## src/rtl/core/arinc429_word_codec_top_defines.svh

```systemverilog
// ----------------------------------------------------------------------------
// ARINC 429 word codec assertion macros
// Concurrent check wrappers, compiled out when SYNTH is defined.
// ----------------------------------------------------------------------------
`ifndef ARINC429_WORD_CODEC_TOP_DEFINES_SVH
`define ARINC429_WORD_CODEC_TOP_DEFINES_SVH

`ifndef SYNTH
`define A429_ASSERT(lbl, prop) \
  lbl: assert property (@(posedge clk) disable iff (!rst_n) prop) \
    else $error("%m: check failed");
`define A429_ASSERT_RST(lbl, prop) \
  lbl: assert property (@(posedge clk) prop) \
    else $error("%m: reset check failed");
`else
`define A429_ASSERT(lbl, prop)
`define A429_ASSERT_RST(lbl, prop)
`endif

`endif

```

## src/rtl/core/a429c_pkg.sv

```systemverilog
// ----------------------------------------------------------------------------
// ARINC 429 word codec package
// Word layout constants, format codes and the BCD pack/unpack functions.
// ----------------------------------------------------------------------------
package a429c_pkg;

  typedef enum logic [1:0] {
    FMT_RAW = 2'd0,
    FMT_BNR = 2'd1,
    FMT_BCD = 2'd2
  } fmt_t;

  localparam logic OP_BUILD = 1'b0;
  localparam logic OP_PARSE = 1'b1;

  localparam int FIELD_W = 19;
  localparam int VALUE_W = 20;
  localparam int WORD_W  = 32;
  localparam int DIGITS  = 5;
  localparam int PROD_W  = 39;

  // x / 10^(k+1) == (x * RECIP[k]) >> SHIFT[k], exact for x < 2^19
  localparam int BCD_SHIFT [DIGITS] = '{23, 26, 29, 33, 36};
  localparam logic [19:0] BCD_RECIP [DIGITS] = '{
    20'(((64'd1 << 23) + 64'd9)     / 64'd10),
    20'(((64'd1 << 26) + 64'd99)    / 64'd100),
    20'(((64'd1 << 29) + 64'd999)   / 64'd1000),
    20'(((64'd1 << 33) + 64'd9999)  / 64'd10000),
    20'(((64'd1 << 36) + 64'd99999) / 64'd100000)
  };

  function automatic logic [FIELD_W-1:0] bcd_pack(input logic [VALUE_W-1:0] v20);
    logic [FIELD_W-1:0]   q [DIGITS+1];
    logic [PROD_W-1:0]    prod;
    logic [4*DIGITS-1:0]  digits;
    q[0] = v20[FIELD_W-1:0];
    for (int k = 0; k < DIGITS; k++) begin
      prod     = PROD_W'(q[0]) * PROD_W'(BCD_RECIP[k]);
      q[k+1]   = FIELD_W'(prod >> BCD_SHIFT[k]);
    end
    for (int k = 0; k < DIGITS; k++) begin
      digits[4*k +: 4] = 4'(q[k] - FIELD_W'(q[k+1] * FIELD_W'(10)));
    end
    if (v20[VALUE_W-1] || (v20 == '0)) begin
      return '0;
    end
    return digits[FIELD_W-1:0];
  endfunction

  function automatic logic [VALUE_W-1:0] bcd_unpack(input logic [FIELD_W-1:0] f);
    return VALUE_W'(f[3:0])
         + VALUE_W'(f[7:4])   * VALUE_W'(10)
         + VALUE_W'(f[11:8])  * VALUE_W'(100)
         + VALUE_W'(f[15:12]) * VALUE_W'(1000)
         + VALUE_W'(f[18:16]) * VALUE_W'(10000);
  endfunction

endpackage

```

## src/rtl/core/arinc429_word_codec_top.sv

```systemverilog
// ARINC 429 word codec.
// Slave stream in_*: one request per handshake builds a word from label,
// SDI, SSM and a value (raw, BNR or BCD), or parses a received 32-bit word.
// Master stream out_*: one result per request with the word, its fields,
// the value decoded per format and an odd-parity flag.
// A request accepted into the input register moves on to the result register
// (which drives out_tvalid) when that register is empty or its result is taken.
// Throughput: one request per cycle while out_tready stays high, set by the
// single pass of encode/decode logic between the two registers.
// When out_tready is low the result holds; the input register still takes
// one more request, then in_tready drops until the result is taken.
// Reset (rst_n low, synchronous) empties both registers.
// ----------------------------------------------------------------------------
// ARINC 429 word codec top level
// Two-register stream pipeline around the word build/parse logic.
// ----------------------------------------------------------------------------
`include "arinc429_word_codec_top_defines.svh"

module arinc429_word_codec_top
  import a429c_pkg::*;
(
  input  logic        clk,
  input  logic        rst_n,
  input  logic        in_tvalid,
  output logic        in_tready,
  // [7:0] label_in, [9:8] sdi_in, [11:10] ssm_in, [31:12] value_in, [63:32] raw_word
  input  logic [63:0] in_tdata,
  // [0] operation, [2:1] data_format
  input  logic [2:0]  in_tuser,
  output logic        out_tvalid,
  input  logic        out_tready,
  // [31:0] word_out, [39:32] label_out, [41:40] sdi_out, [43:42] ssm_out,
  // [62:44] data_field, [82:63] value_out, [83] parity_ok, [87:84] zero
  output logic [87:0] out_tdata
);

  logic                a_valid_r;
  logic                a_op_r;
  logic [1:0]          a_fmt_r;
  logic [7:0]          a_label_r;
  logic [1:0]          a_sdi_r;
  logic [1:0]          a_ssm_r;
  logic [VALUE_W-1:0]  a_value_r;
  logic [WORD_W-1:0]   a_raw_r;

  logic                out_valid_r;
  logic                out_op_r;
  logic [WORD_W-1:0]   out_word_r;
  logic [FIELD_W-1:0]  out_field_r;
  logic [VALUE_W-1:0]  out_value_r;
  logic                out_parity_r;

  logic                adv;
  logic [FIELD_W-1:0]  enc_field;
  logic [WORD_W-2:0]   low31;
  logic [WORD_W-1:0]   word_nxt;
  logic [FIELD_W-1:0]  field_nxt;
  logic [VALUE_W-1:0]  value_nxt;

  assign adv       = !out_valid_r || out_tready;
  assign in_tready = !a_valid_r || adv;

  always_ff @(posedge clk) begin
    if (!rst_n) begin
      a_valid_r   <= 1'b0;
      out_valid_r <= 1'b0;
    end else begin
      if (in_tready) begin
        a_valid_r <= in_tvalid;
      end
      if (adv) begin
        out_valid_r <= a_valid_r;
      end
    end
  end

  always_ff @(posedge clk) begin
    if (in_tready && in_tvalid) begin
      a_op_r    <= in_tuser[0];
      a_fmt_r   <= in_tuser[2:1];
      a_label_r <= in_tdata[7:0];
      a_sdi_r   <= in_tdata[9:8];
      a_ssm_r   <= in_tdata[11:10];
      a_value_r <= in_tdata[31:12];
      a_raw_r   <= in_tdata[63:32];
    end
  end

  always_comb begin
    if (a_fmt_r == FMT_BCD) begin
      enc_field = bcd_pack(a_value_r);
    end else begin
      enc_field = a_value_r[FIELD_W-1:0];
    end
    low31 = {a_ssm_r, enc_field, a_sdi_r, a_label_r};
    if (a_op_r == OP_PARSE) begin
      word_nxt = a_raw_r;
    end else begin
      word_nxt = {~^low31, low31};
    end
    field_nxt = word_nxt[28:10];
    case (fmt_t'(a_fmt_r))
      FMT_BNR: value_nxt = {field_nxt[FIELD_W-1], field_nxt};
      FMT_BCD: value_nxt = bcd_unpack(field_nxt);
      default: value_nxt = {1'b0, field_nxt};
    endcase
  end

  always_ff @(posedge clk) begin
    if (adv && a_valid_r) begin
      out_op_r     <= a_op_r;
      out_word_r   <= word_nxt;
      out_field_r  <= field_nxt;
      out_value_r  <= value_nxt;
      out_parity_r <= ^word_nxt;
    end
  end

  assign out_tvalid = out_valid_r;
  assign out_tdata  = {4'b0000, out_parity_r, out_value_r, out_field_r,
                       out_word_r[30:29], out_word_r[9:8], out_word_r[7:0],
                       out_word_r};

  `A429_ASSERT(a_build_odd, out_valid_r && (out_op_r == OP_BUILD) |-> (^out_word_r))
  `A429_ASSERT(a_field_sync, out_valid_r |-> (out_field_r == out_word_r[28:10]))
  `A429_ASSERT(a_full_stall, a_valid_r && out_valid_r && !out_tready |-> !in_tready)
  `A429_ASSERT(a_stage_move, a_valid_r && adv |=> out_valid_r)
  `A429_ASSERT_RST(a_rst_clear, !rst_n |=> !out_tvalid)

endmodule
```

## config.mk

```make
export PLATFORM = sky130hd
export DESIGN_NAME = arinc429_word_codec_top
export DESIGN_NICKNAME = d
export VERILOG_FILES = /design/src/rtl/core/a429c_pkg.sv /design/src/rtl/core/arinc429_word_codec_top.sv
export VERILOG_INCLUDE_DIRS = /design/src /design/src/rtl/core
export SDC_FILE = /design/constraint.sdc
export NUM_CORES = 1
export LEC_CHECK = 0
export ABC_AREA = 0
export ABC_CLOCK_PERIOD_IN_PS = 13200
export BUFFER_PORTS_ARGS = -buffer_cell sky130_fd_sc_hd__buf_2
export CORE_ASPECT_RATIO = 1.2
export CORE_UTILIZATION = 30
export CTS_CLUSTER_DIAMETER = 40
export CTS_CLUSTER_SIZE = 24
export DETAILED_ROUTE_END_ITERATION = 10
export HOLD_SLACK_MARGIN = 0.1
export MAX_ROUTING_LAYER = met4
export PLACE_DENSITY_LB_ADDON = 0.05
export SLEW_MARGIN = 10
export SYNTH_ARGS = -nofsm -noshare
export SYNTH_HDL_FRONTEND = slang
export SYNTH_SLANG_ARGS = --single-unit
export TNS_END_PERCENT = 10
```

## constraint.sdc

```tcl
create_clock -name clk -period 13.2 [get_ports clk]
set_clock_uncertainty 0.15 [all_clocks]
set_input_delay 1.98 -clock clk [delete_from_list [all_inputs] [get_ports clk]]
set_output_delay 1.98 -clock clk [all_outputs]
set_load 0.01 [all_outputs]
```

---- Yosys cells after proc, flatten, opt, wreduce, memory -nomap -nowiden ----
Index checks and enable logic that the tools add are counted.
cells by class
  multiply operators ...................... 14
  muxes and demuxes ....................... 7
  equal/unequal tests ..................... 2
  reductions and logical operators ........ 10
  add/sub/neg operators ................... 9
operators by type and width
  cell                      count
  $mul A19 B20 Y39 const B  4
  $mux W19                  3
  $pmux W20 S2              1
  $mul A19 B19 Y38 const B  1
  $mux W32                  1
  $reduce_xor A32 Y1        1
  $reduce_xnor A31 Y1       1
  $logic_not A20 Y1         1
  $add A15 B17 Y18          1
  $mul A16 B3 Y3 const B    1
  $sub A4 B4 Y4             4
  $add A12 B14 Y15          1
  $mul A13 B3 Y3 const B    1
  $mul A3 B10 Y13 const B   1
  $add A9 B11 Y12           1
  $mul A4 B7 Y11 const B    1
  $mul A10 B3 Y3 const B    1
  $add A4 B8 Y9             1
  $mul A4 B5 Y9 const B     1
  $mul A4 B3 Y7 const B     1
  $mul A6 B3 Y3 const B     1
  $logic_or A1 B1 Y1        3
  $mul A3 B3 Y2 const B     1
  $sub A3 B3 Y3             1
  5 further kinds           8
word-level totals
  bits of input ports ..................... 71
  register bits ........................... 141
  word-level logic and storage cells ...... 55
  output and inout port bits .............. 90

---- Depth between registers and ports, before layout ----
Gate-level depths: netlist of the first run.
  depth in word-level cells ............... 14
  depth in mapped cells ................... 53

---- Least setup slack after synthesis of the first run ----
No wires, ideal clock.
  path kind ............................... reg2reg
  start ................................... reg a_value_r[10]
  end ..................................... reg out_value_r[17] (data pin)
  buffers on the path ..................... 0
  library setup time ...................... 270 ps
  data required time ...................... 12780 ps
  arrival time ............................ 11664 ps
  stages on the path, launching flop included .. 53
  clock period less this slack ............ 12084 ps
  slack ................................... 1116 ps
  cell sequence ........................... edfxtp_1 -> inv_1 -> ha_1 -> fa_1 -> inv_1 -> fa_1 -> inv_1 -> fa_1 -> inv_1 -> fa_1 -> inv_1 -> fa_1 -> ha_1 -> and3_1 -> a31oi_1 -> o21ai_0 -> a311o_1 -> a21o_1 -> [17 not listed] -> fa_1 -> inv_1 -> fa_1 -> ha_1 -> inv_1 -> nor2_1 -> nor2_1 -> o21bai_1 -> a21oi_1 -> o21bai_1 -> a21oi_1 -> o21bai_1 -> a21oi_1 -> o21bai_1 -> a21oi_1 -> nor2b_1 -> o211ai_1 -> o21ai_0
between the ends
  word-level cells in the longest chain between the ends .. 13
  elaborated cells on any way between the ends .. 31
RTL lines
  element                                                                   line                            text
  start, declared                                                           arinc429_word_codec_top.sv:43   logic [VALUE_W-1:0] a_value_r;
  start signal, assigned                                                    arinc429_word_codec_top.sv:84   a_value_r <= in_tdata[31:12];
  parallel branches: the longest is 4 deep, another holds $mul A19 B20 Y39  -
  $mux W19 *                                                                a429c_pkg.sv:47                 return digits[FIELD_W-1:0];
  $mux W19 *                                                                arinc429_word_codec_top.sv:90   if (a_fmt_r == FMT_BCD) begin
  $mux W32 *                                                                arinc429_word_codec_top.sv:96   if (a_op_r == OP_PARSE) begin
  via word_nxt[17]                                                          arinc429_word_codec_top.sv:56   logic [WORD_W-1:0] word_nxt;
  $mul A4 B3 Y7 *                                                           a429c_pkg.sv:52                 + VALUE_W'(f[7:4]) * VALUE_W'(10)
  $add A4 B8 Y9 *                                                           a429c_pkg.sv:52
  $add A9 B11 Y12 *                                                         a429c_pkg.sv:53                 + VALUE_W'(f[11:8]) * VALUE_W'(100)
  $add A12 B14 Y15 *                                                        a429c_pkg.sv:54                 + VALUE_W'(f[15:12]) * VALUE_W'(1000)
  $add A15 B17 Y18 *                                                        a429c_pkg.sv:55                 + VALUE_W'(f[18:16]) * VALUE_W'(10000);
  $pmux W20 S2 *                                                            arinc429_word_codec_top.sv:102  case (fmt_t'(a_fmt_r))
  via value_nxt[17]                                                         arinc429_word_codec_top.sv:58   logic [VALUE_W-1:0] value_nxt;
  end signal, assigned                                                      arinc429_word_codec_top.sv:114  out_value_r <= value_nxt;
  end, declared                                                             arinc429_word_codec_top.sv:50   logic [VALUE_W-1:0] out_value_r;
Mark *: on every way through the listed nets, which the timed path passes. The select of a mux whose other input is x is not followed.
A chain may end at the register's enable or synchronous reset.

---- Worst setup path after layout of the first run ----
  start ................................... reg a_value_r[8]
  end ..................................... reg out_value_r[16] (data pin)
Same word-level chain as after synthesis.

==> impl_results.md, run 1 <==
- Result of the run: complete, no violations
- Clock latency on the worst-skew pair: 480 ps
- Number of buffers and inverters on the critical path: 8
- Routed WL: 111000 um
- Final Hold Slack: roughly 380 ps
- Prevailing post-synth register cell: sky130_fd_sc_hd__edfxtp_1
- Number of max-cap violations: 0
- RSZ-0062 raised after global routing: false
- Placeable Area: 102000 um^2
- Critical Path Start Type: flip-flop
- Level count of the clock H-tree: 4
- Remaining number of nets flagged by the antenna check after routing: 0
- Drt via density: 4.50
- CP Capture Type: flip-flop
- Count of flip-flops with a built-in enable after synthesis: 120
- Startpoint of the worst setup timing path: a_value_r[8]$_DFFE_PP_
- Syn avg cell area: 10.7 um^2
- Count of routing violations after the opening detailed-route iteration: just under 800
- Final setup viols: 0
- Post-CTS clock slew at the launch and capture registers of the worst setup and hold paths: roughly 80 ps
- Class of the tightest hold or removal check: flip-flop to flip-flop
- Worst Min Path Start: a_valid_r$_SDFFE_PN0N_
- HPWL Detailed: 99700 um
- First drt pass iteration count: 5
- RR Startpoint: a_value_r[8]$_DFFE_PP_
- Final hold violations: 0
- Clock buffers created by TritonCTS: 17
- Routed length on met1: 45800 um
- Clock tree from TritonCTS: yes
- Final clock period utilization by the worst path: 94.9%
- Filler-free cell count of the finished design: 4565
- DR WL/cell: 24.4 um
- Top fanout value on the critical path: 8
- Area growth syn-to-layout: 13.4%
- Die area: just over 100000 um^2
- Clk root buf: sky130_fd_sc_hd__clkbuf_16
- Global-route wire length before repair: 164000 um
- Number of max-slew violations in the final report: 0
- Yosys reg bits: 122
- Most frequent CP cell: sky130_fd_sc_hd__fa_1
- Number of cell rows: 128
- Synthesized instance count: 2885
- Die H: 353 um
- Share of cells above drive strength 1: between 10% and 20%
- Starting Density: 30.3%
- Number of buffers on the longest clock path: 2
- Period minus WS final: 12530 ps
- Number of buffers inserted by port buffering: 156
- Number of antenna violations at the first check in global routing: 5
- Die width: 294 um
- Count of cell types in the netlist: 69
- Post-layout nets: 4447
- Max incr delay on CP: 740 ps
- WP data required: 13230 ps
- Global placement routability congestion: 0.919
- CP Data Arrival Time: roughly 13000 ps
- Sum of met3 wire segment lengths after detailed routing: 2140 um
- Num Clock Sinks: 122
- Placed Cells: 4510
- Overflow after GRT: 0
- Worst slew margin relative to its limit: 21.8%
- Count of yosys warnings during synthesis: 0
- Slowest CP cell: sky130_fd_sc_hd__ha_1
- Fraction of registers with async set/reset: 0%
- Count of fill cells added during filler insertion: approximately 11000
- Final-layout setup total negative slack: 0 ps
- Syn Std Cell Area: about 30000 um^2
- Met2 layer wire length in the routed design: between 50000 and 60000 um
- Pin count of the biggest net entering global routing: 47
- Overall track demand over capacity in global routing: between 20 and 25%
- Max Fclk: ~80 MHz
- Type of the setup path with the least slack: flip-flop to flip-flop
- Total DRC errors in the routed layout: 0
- Actual slew at the worst max-slew pin: 1160 ps
- Crit-path leading delay family: adder cells
- Number of vias in the routed layout: 20500
- DR top layer: met4
- Vias in the first global route: between 20000 and 25000
- Seq/Total Area, Yosys: a little under an eighth
- # IOs: about 160
## final cells by class
| class | instances | area (um^2) | share of cell area [%] |
|---|---|---|---|
| diodes | 5 | 12.5 | 0.0359 |
| well taps | 1365 | 1710 | 4.90 |
| multi-input cells | 1798 | 23400 | 67.2 |
| flip-flops and latches | 122 | 3640 | 10.5 |
| clock inverters | 12 | 104 | 0.298 |
| inverters | 921 | 3460 | 9.94 |
| repair buffers | 323 | 2060 | 5.92 |
| clock buffers | 19 | 433 | 1.24 |
## sequential cells by signal, summed over array words and instances, names as in the netlist, 2 cells and up
| register | flops |
|---|---|
| a_label_r | 8 |
| out_value_r | 20 |
| a_value_r | 20 |
| a_raw_r | 32 |
| a_sdi_r | 2 |
| a_ssm_r | 2 |
| out_word_r | 32 |
| a_fmt_r | 2 |
## worst paths after layout
kind	endpoint	slack, ps	cells past startpoint
min	out_tvalid$_SDFFE_PN0P_	380	1
max	out_value_r[16]$_DFFE_PP_	670	49
min reg2reg	out_tvalid$_SDFFE_PN0P_	380	1
max reg2reg	out_value_r[16]$_DFFE_PP_	670	49
## kinds of logic (layout without fill, tap and decap cells)
family / after synthesis / after routing / synth area share, %
mux: 21 / 21 / 0.745
buf+inv: 968 / 1275 / 12.3
simple gates: 176 / 176 / 2.78
other cells: 1 / 9 / 0.0122
fa+ha+maj: 1193 / 1193 / 62.3
xor+xnor: 145 / 145 / 4.55
compound gates: 259 / 259 / 5.45
flops: 122 / 122 / 11.8
## routing by layer
metal | GRT usage, % | up-vias
li1 | - | 9547
met1 | 26.8 | 10600
met2 | 41.9 | 326
met3 | 1.74 | 88
met4 | 7.70 | 0
met5 | - | -
## cells in the final DEF, fill, tap and decap left out, types with 19 or more instances in the layout
cell / count
sky130_fd_sc_hd__ha_1: 622
sky130_fd_sc_hd__nand3_1: 19
sky130_fd_sc_hd__inv_1: 917
sky130_fd_sc_hd__a21oi_1: 72
sky130_fd_sc_hd__nand2_1: 51
sky130_fd_sc_hd__buf_2: 156
sky130_fd_sc_hd__a21o_1: 24
sky130_fd_sc_hd__buf_4: 164
sky130_fd_sc_hd__nor2_1: 43
sky130_fd_sc_hd__edfxtp_1: 120
sky130_fd_sc_hd__xnor2_1: 110
sky130_fd_sc_hd__o21ai_0: 40
sky130_fd_sc_hd__xor2_1: 24
sky130_fd_sc_hd__fa_1: 564
## repair_timing
action,4_1_cts,5_1_grt
setup buffers,0,19
hold buffers,0,0
resized for setup,0,22
endpoints found under the setup margin,0,6
## worst reg2reg max path: cells and delay by family, from the launching register on
| family | cells | cell delay [ps] |
|---|---|---|
| xor+xnor | 8 | 1250 |
| compound gates | 17 | 2770 |
| fa+ha+maj | 15 | 6220 |
| mux | 1 | 330 |
| buf+inv | 8 | 960 |
| flops | 1 | 570 |
## cells in the mapped netlist, types with 8 or more instances
cell type                    n  area, um^2
sky130_fd_sc_hd__a211oi_1   12        90.1
sky130_fd_sc_hd__a21o_1     24         180
sky130_fd_sc_hd__a21oi_1    78         390
sky130_fd_sc_hd__and3_1      9        56.3
sky130_fd_sc_hd__and4_1      8        70.1
sky130_fd_sc_hd__buf_4      36         270
sky130_fd_sc_hd__edfxtp_1  120        3600
sky130_fd_sc_hd__fa_1      565       11300
sky130_fd_sc_hd__ha_1      628        7860
sky130_fd_sc_hd__inv_1     919        3450
sky130_fd_sc_hd__mux2_2     13         146
sky130_fd_sc_hd__nand2_1    51         191
sky130_fd_sc_hd__nand3_1    19        95.1
sky130_fd_sc_hd__nand4_1    10        62.6
sky130_fd_sc_hd__nor2_1     43         161
sky130_fd_sc_hd__nor3_1      9        45.0
sky130_fd_sc_hd__o21ai_0    40         200
sky130_fd_sc_hd__o21bai_1   18         135
sky130_fd_sc_hd__o22ai_1    16         100
sky130_fd_sc_hd__xnor2_1   110         963
sky130_fd_sc_hd__xor2_1     25         219
## through the flow
stage | worst slack [ps] | utilization (%) | area, um^2
CTS | 4.92 | 34.1 | 34600
global route | 9.88 | 34.3 | 34900
floorplan | 1120 | - | 30800
global placement | 110 | 33.5 | 34100
detailed placement | 72.0 | 33.6 | 34100
finish | 672 | 34.3 | 34900
Power of run 1 is left out: the tool's default activity adds up to more than one toggle a clock period on the data nets, which glitch-free logic cannot reach.
==> run 2, diff against run 1 <==
ABC_CLOCK_PERIOD_IN_PS = 11350   (was 13200)
BUFFER_PORTS_ARGS = -buffer_cell sky130_fd_sc_hd__clkbuf_2   (was -buffer_cell sky130_fd_sc_hd__buf_2)
clock period = 11.35 ns   (was 13.2 ns; I/O delays follow)
==> run 2 against run 1 <==
  * The flow now finishes with violations (negative setup slack)
  * Core utilization increased by 3.5 points
  * Sequential share of layout area fell by 0.97 points
  * Clock-buffer cell count fell by 1
  * Sequential cell count is the same
  * Fmax up 7.5%
  * Final cell count increased by 7.3%
  * Critical path depth decreased by 4
  * Worst hold slack improved by 4.0 ps
  * Global-route usage up 1.6 points
  * Highest routed layer unchanged
==> impl_results.md, run 2 (same netlist as run 1, synthesis figures left out) <==
- Actual slew at the worst max-slew pin: 1110 ps
- Num Clock Sinks: approximately 120
- Number of antenna violations at the first check in global routing: 4
- Clock latency on the worst-skew pair: 490 ps
- DR WL/cell: 24.7 um
- Most frequent cells in the layout: sky130_fd_sc_hd__inv_1, sky130_fd_sc_hd__ha_1, sky130_fd_sc_hd__fa_1
- Routed WL: 121000 um
- Overall track demand over capacity in global routing: 24.8%
- Vias in the first global route: 24800
- Number of buffers on the longest clock path: 2
- Share of cells above drive strength 1: 24.0%
- Die H: 353 um
- CP Data Arrival Time: 11690 ps
- Number of max-cap violations: 0
- Number of vias in the routed layout: 21900
- Global placement routability congestion: 0.950
- Clock tree from TritonCTS: yes
- Count of fill cells added during filler insertion: 10200
- Post-layout nets: 4778
- Max Fclk: 85.8 MHz
- First drt pass iteration count: 5
- Max incr delay on CP: 570 ps
- Failing checks: negative setup slack
- Overflow after GRT: 0
- Depth of the worst register-to-register path: 45
- Count of routing violations after the opening detailed-route iteration: 812
- Post-CTS clock slew at the launch and capture registers of the worst setup and hold paths: 80 ps
- Final Hold Slack: 387 ps
- Critical Path Start Type: flip-flop
- Number of cell rows: 128
- Die width: about 290 um
- Post-route standard cell area excluding fillers: 38400 um^2
- GR Layer Usage met2: 45.7%
- Starting Density: 30.3%
- Pin count of the biggest net entering global routing: 68
- Combined flip-flop and latch cell area: 3640 um^2
- Most common cell after layout, fill and taps aside: sky130_fd_sc_hd__inv_1
- Placement Cell Area: 37000 um^2
- Type of the setup path with the least slack: flip-flop to flip-flop
- Number of max-slew violations in the final report: 0
- WP data required: 11390 ps
- Startpoint of the worst setup timing path: a_value_r[10]$_DFFE_PP_
- Global-route wire length before repair: 175000 um
- Worst Slack Setup Final: -300 ps
- Met3 track demand over resource in global routing: 1.60%
- Routing usage on met1: 28.7%
- Capture point of the worst path: out_value_r[16]$_DFFE_PP_
- Clock buffers created by TritonCTS: 17
- # IOs: 161
- Die area: 104000 um^2
- Leading registers by flop count: a_raw_r x32, out_word_r x32
- HPWL Detailed: 108000 um
- Area growth syn-to-layout: 25.0%
- Result of the run: finished, violations left
- Final setup viols: 6
- Most frequent CP cell: sky130_fd_sc_hd__fa_1
- Period minus WS final: between 10000 and 15000 ps
- Filler-free cell count of the finished design: roughly 4900
- Drt via density: between 4 and 5
- Worst setup slack for register-to-register paths: -300 ps
- RSZ-0062 raised after global routing: true
- Level count of the clock H-tree: 4
- Worst slew margin relative to its limit: 26.2%
- Placed Cells: 4847
- CTS Hold Bufs: 0
- Number of buffers inserted by port buffering: around 160
- Utilization of the core after routing: 37.9%
- Endpoint of the most critical register-to-register path: out_value_r[16]$_DFFE_PP_
- Top fanout value on the critical path: 5
- Placeable Area: 102000 um^2
- Clk root buf: sky130_fd_sc_hd__clkbuf_16
- Class of the tightest hold or removal check: flip-flop to flip-flop
- RR Startpoint: a_value_r[10]$_DFFE_PP_
- Highest-utilization routing layer at the global route stage: met2
- Remaining number of nets flagged by the antenna check after routing: 0
- Slowest CP cell: sky130_fd_sc_hd__fa_1
- Total DRC errors in the routed layout: 0
- CP Capture Type: flip-flop
- Final hold violations: 0
- Final clock period utilization by the worst path: 103%
- Multi-input gate area in the final layout: 24200 um^2
[run 2: how the worst min path moves through the flow]
stage	startpoint	endpoint	slack, ps	cells past startpoint
2_1_floorplan	a_valid_r$_SDFFE_PN0N_	out_tvalid$_SDFFE_PN0P_	330	1
5_1_grt	a_valid_r$_SDFFE_PN0N_	out_tvalid$_SDFFE_PN0P_	430	1
4_1_cts	a_valid_r$_SDFFE_PN0N_	out_tvalid$_SDFFE_PN0P_	400	1
3_3_place_gp	a_valid_r$_SDFFE_PN0N_	out_tvalid$_SDFFE_PN0P_	350	1
6_report	a_valid_r$_SDFFE_PN0N_	out_tvalid$_SDFFE_PN0P_	390	1
3_5_place_dp	a_valid_r$_SDFFE_PN0N_	out_tvalid$_SDFFE_PN0P_	380	1
[run 2: worst max-delay path, delay by kind of cell (launching register included)]
family | cells | cell delay, ps
adders and majority gates | 14 | 5850
xor gates and xnor gates | 7 | 1200
AOI/OAI and AO/OA | 16 | 2470
muxes | 1 | 320
DFF | 1 | 430
buffers and inverters | 6 | 750
and+or+nand+nor | 1 | 200
[run 2: routing by layer]
metal | up-vias | wire, um
li1 | 10200 | -
met1 | 11300 | 49500
met2 | 314 | 65500
met3 | 102 | 2310
met4 | 0 | 3570
met5 | - | 0
[run 2: per-stage QoR]
stage	setup WS (ps)	TNS [ps]
final	-300	-1190
after global routing	-778	-4940
after CTS	-388	-1870
after detailed placement	-1260	-9960
after global placement	-1290	-10290
after floorplan	-171	-439
[run 2: final cells by class]
cell class / count / area share (%)
Inverter: 921 / 9.03
Clock inverter: 14 / 0.453
Antenna cell: 4 / 0.0260
Multi-Input combinational cell: 1798 / 63.1
Sequential cell: 122 / 9.48
Clock buffer: 18 / 1.14
Tap cell: 1365 / 4.44
Timing Repair Buffer: 654 / 12.4
[run 2: timing repair]
action	4_1_cts	5_1_grt
gates resized for setup	76	47
cloned	0	0
setup endpoints to repair	12	11
buffers inserted	10	4
pin swaps	52	29
Power of run 2 is left out for the same reason.
==> run 3, diff against run 2 <==
REMOVE_ABC_BUFFERS = 1   (was default)
==> run 3 against run 2 <==
  * The flow still finishes with violations (negative setup slack)
  * First-iteration DRC count up 3.3%
  * Via count up 0.17%
  * Worst hold slack better by 25 ps
  * Die area unchanged
  * Non-clock buffer count up 44
  * Critical path depth up 7
  * Sequential cell count unchanged
  * Clock-buffer cell count unchanged
==> impl_results.md, run 3 (same netlist as run 1, synthesis figures left out) <==
- Result of the run: finished, violations left
- Failing checks: negative setup slack
- Number of buffers on the longest clock path: 2
- Global-route wire length before repair: approximately 170000 um
- Clk root buf: sky130_fd_sc_hd__clkbuf_16
- Level count of the clock H-tree: 4
- Top fanout value on the critical path: 3
- First drt pass iteration count: 5
- HPWL Detailed: 105000 um
- Overflow after GRT: 0
- Number of cell rows: 128
- Number of buffers inserted by port buffering: 156
- Clock latency on the worst-skew pair: 490 ps
- Critical Path Start Type: flip-flop
- Worst Slack Setup Final: -396 ps
- Placement Cell Area: between 30000 and 40000 um^2
- Number of antenna violations at the first check in global routing: 4
- RR Startpoint: a_value_r[7]$_DFFE_PP_
- Pin count of the biggest net entering global routing: just under 70
- Slowest CP cell: sky130_fd_sc_hd__fa_2
- Drt via density: 4.44
- Final hold violations: 0
- Post-layout nets: a little under 5000
- Actual slew at the worst max-slew pin: roughly 1100 ps
- Max Fclk: ~85 MHz
- Most common cell after layout, fill and taps aside: sky130_fd_sc_hd__inv_1
- Share of cells above drive strength 1: 25.0%
- CP Capture Type: flip-flop
- Number of max-slew violations in the final report: 0
- Die area: 104000 um^2
- Startpoint of the worst setup timing path: a_value_r[7]$_DFFE_PP_
- Area growth syn-to-layout: 25.9%
- Num Clock Sinks: between 100 and 150
- Type of the setup path with the least slack: flip-flop to flip-flop
- Worst slew margin relative to its limit: 29.4%
- Period minus WS final: 11750 ps
- Clock tree from TritonCTS: yes
- RSZ-0062 raised after global routing: true
- Die H: 353 um
- Final setup viols: 6
- # IOs: 161
- Global placement routability congestion: 0.933
- Placeable Area: 102000 um^2
- Vias in the first global route: 25200
- CP Data Arrival Time: 11790 ps
- DR WL/cell: 23.6 um
- Clock buffers created by TritonCTS: 17
- Max incr delay on CP: between 500 and 600 ps
- WP data required: 11390 ps
- Post-CTS clock slew at the launch and capture registers of the worst setup and hold paths: approximately 80 ps
- Final clock period utilization by the worst path: 103%
- Number of vias in the routed layout: approximately 22000
- Total DRC errors in the routed layout: 0
- Overall track demand over capacity in global routing: between 20% and 30%
- Number of max-cap violations: 0
- Remaining number of nets flagged by the antenna check after routing: 0
- Post-route standard cell area excluding fillers: 38700 um^2
- Routed WL: 117000 um
- Leading registers by flop count: a_raw_r x32, out_word_r x32
- Count of routing violations after the opening detailed-route iteration: between 800 and 900
- Worst Min Path Start: a_valid_r$_SDFFE_PN0N_
- Die width: about 300 um
- Most frequent cells in the layout: sky130_fd_sc_hd__inv_1, sky130_fd_sc_hd__ha_1, sky130_fd_sc_hd__fa_1
- Starting Density: 30.3%
- Class of the tightest hold or removal check: flip-flop to flip-flop
-- run 3: per-layer routing --
| metal | GRT usage (%) | wire, um |
|---|---|---|
| met5 | - | 0 |
| met3 | 1.95 | 2530 |
| met4 | 4.79 | 2170 |
| met2 | 44.1 | 63200 |
| met1 | 28.4 | 48700 |
-- run 3: path summary, 6_finish.rpt --
kind / endpoint / slack, ps / depth (start not counted)
max: out_value_r[16]$_DFFE_PP_ / -400 / 52
min: out_tvalid$_SDFFE_PN0P_ / 410 / 1
min reg2reg: out_tvalid$_SDFFE_PN0P_ / 410 / 1
max reg2reg: out_value_r[16]$_DFFE_PP_ / -400 / 52
-- run 3: timing repair --
action / 4_1_cts / 5_1_grt
pin swaps: 106 / 29
resized for setup: 137 / 33
buffers inserted: 16 / 3
hold buffers: 0 / 0
endpoints found under the setup margin: 11 / 11
-- run 3: worst max-delay path, delay by kind of cell, from the launching register on --
| kind | cells | cell delay (ps) |
|---|---|---|
| adders and majority gates | 15 | 5850 |
| AOI/OAI and AO/OA | 17 | 2560 |
| xor gates and xnor gates | 8 | 1210 |
| buffers and inverters | 11 | 850 |
| DFF | 1 | 510 |
| muxes | 1 | 320 |
-- run 3: metrics by stage --
stage          hold WS [ps]  utilization (%)  worst slack, ps  TNS (ps)  instances
2_1_floorplan           327                -             -747     -3460       2841
3_3_place_gp            364             36.5            -1150     -8800       4886
3_5_place_dp            382             36.5            -1220     -9320       4886
4_1_cts                 401             37.9             -368     -1570       4933
5_1_grt                 435             38.1             -817     -5340       4937
6_report                411             38.1             -396     -1680       4937
-- run 3: layout make-up --
class / count / area (um^2)
antenna: 1 / 2.50
clock buffer: 18 / 429
clock inverter: 14 / 148
fill: 10200 / 62800
inverter: 921 / 3460
multi-input combinational: 1798 / 24200
sequential: 122 / 3640
tap: 1365 / 1710
timing repair buffer: 698 / 5120
Power of run 3 is left out for the same reason.
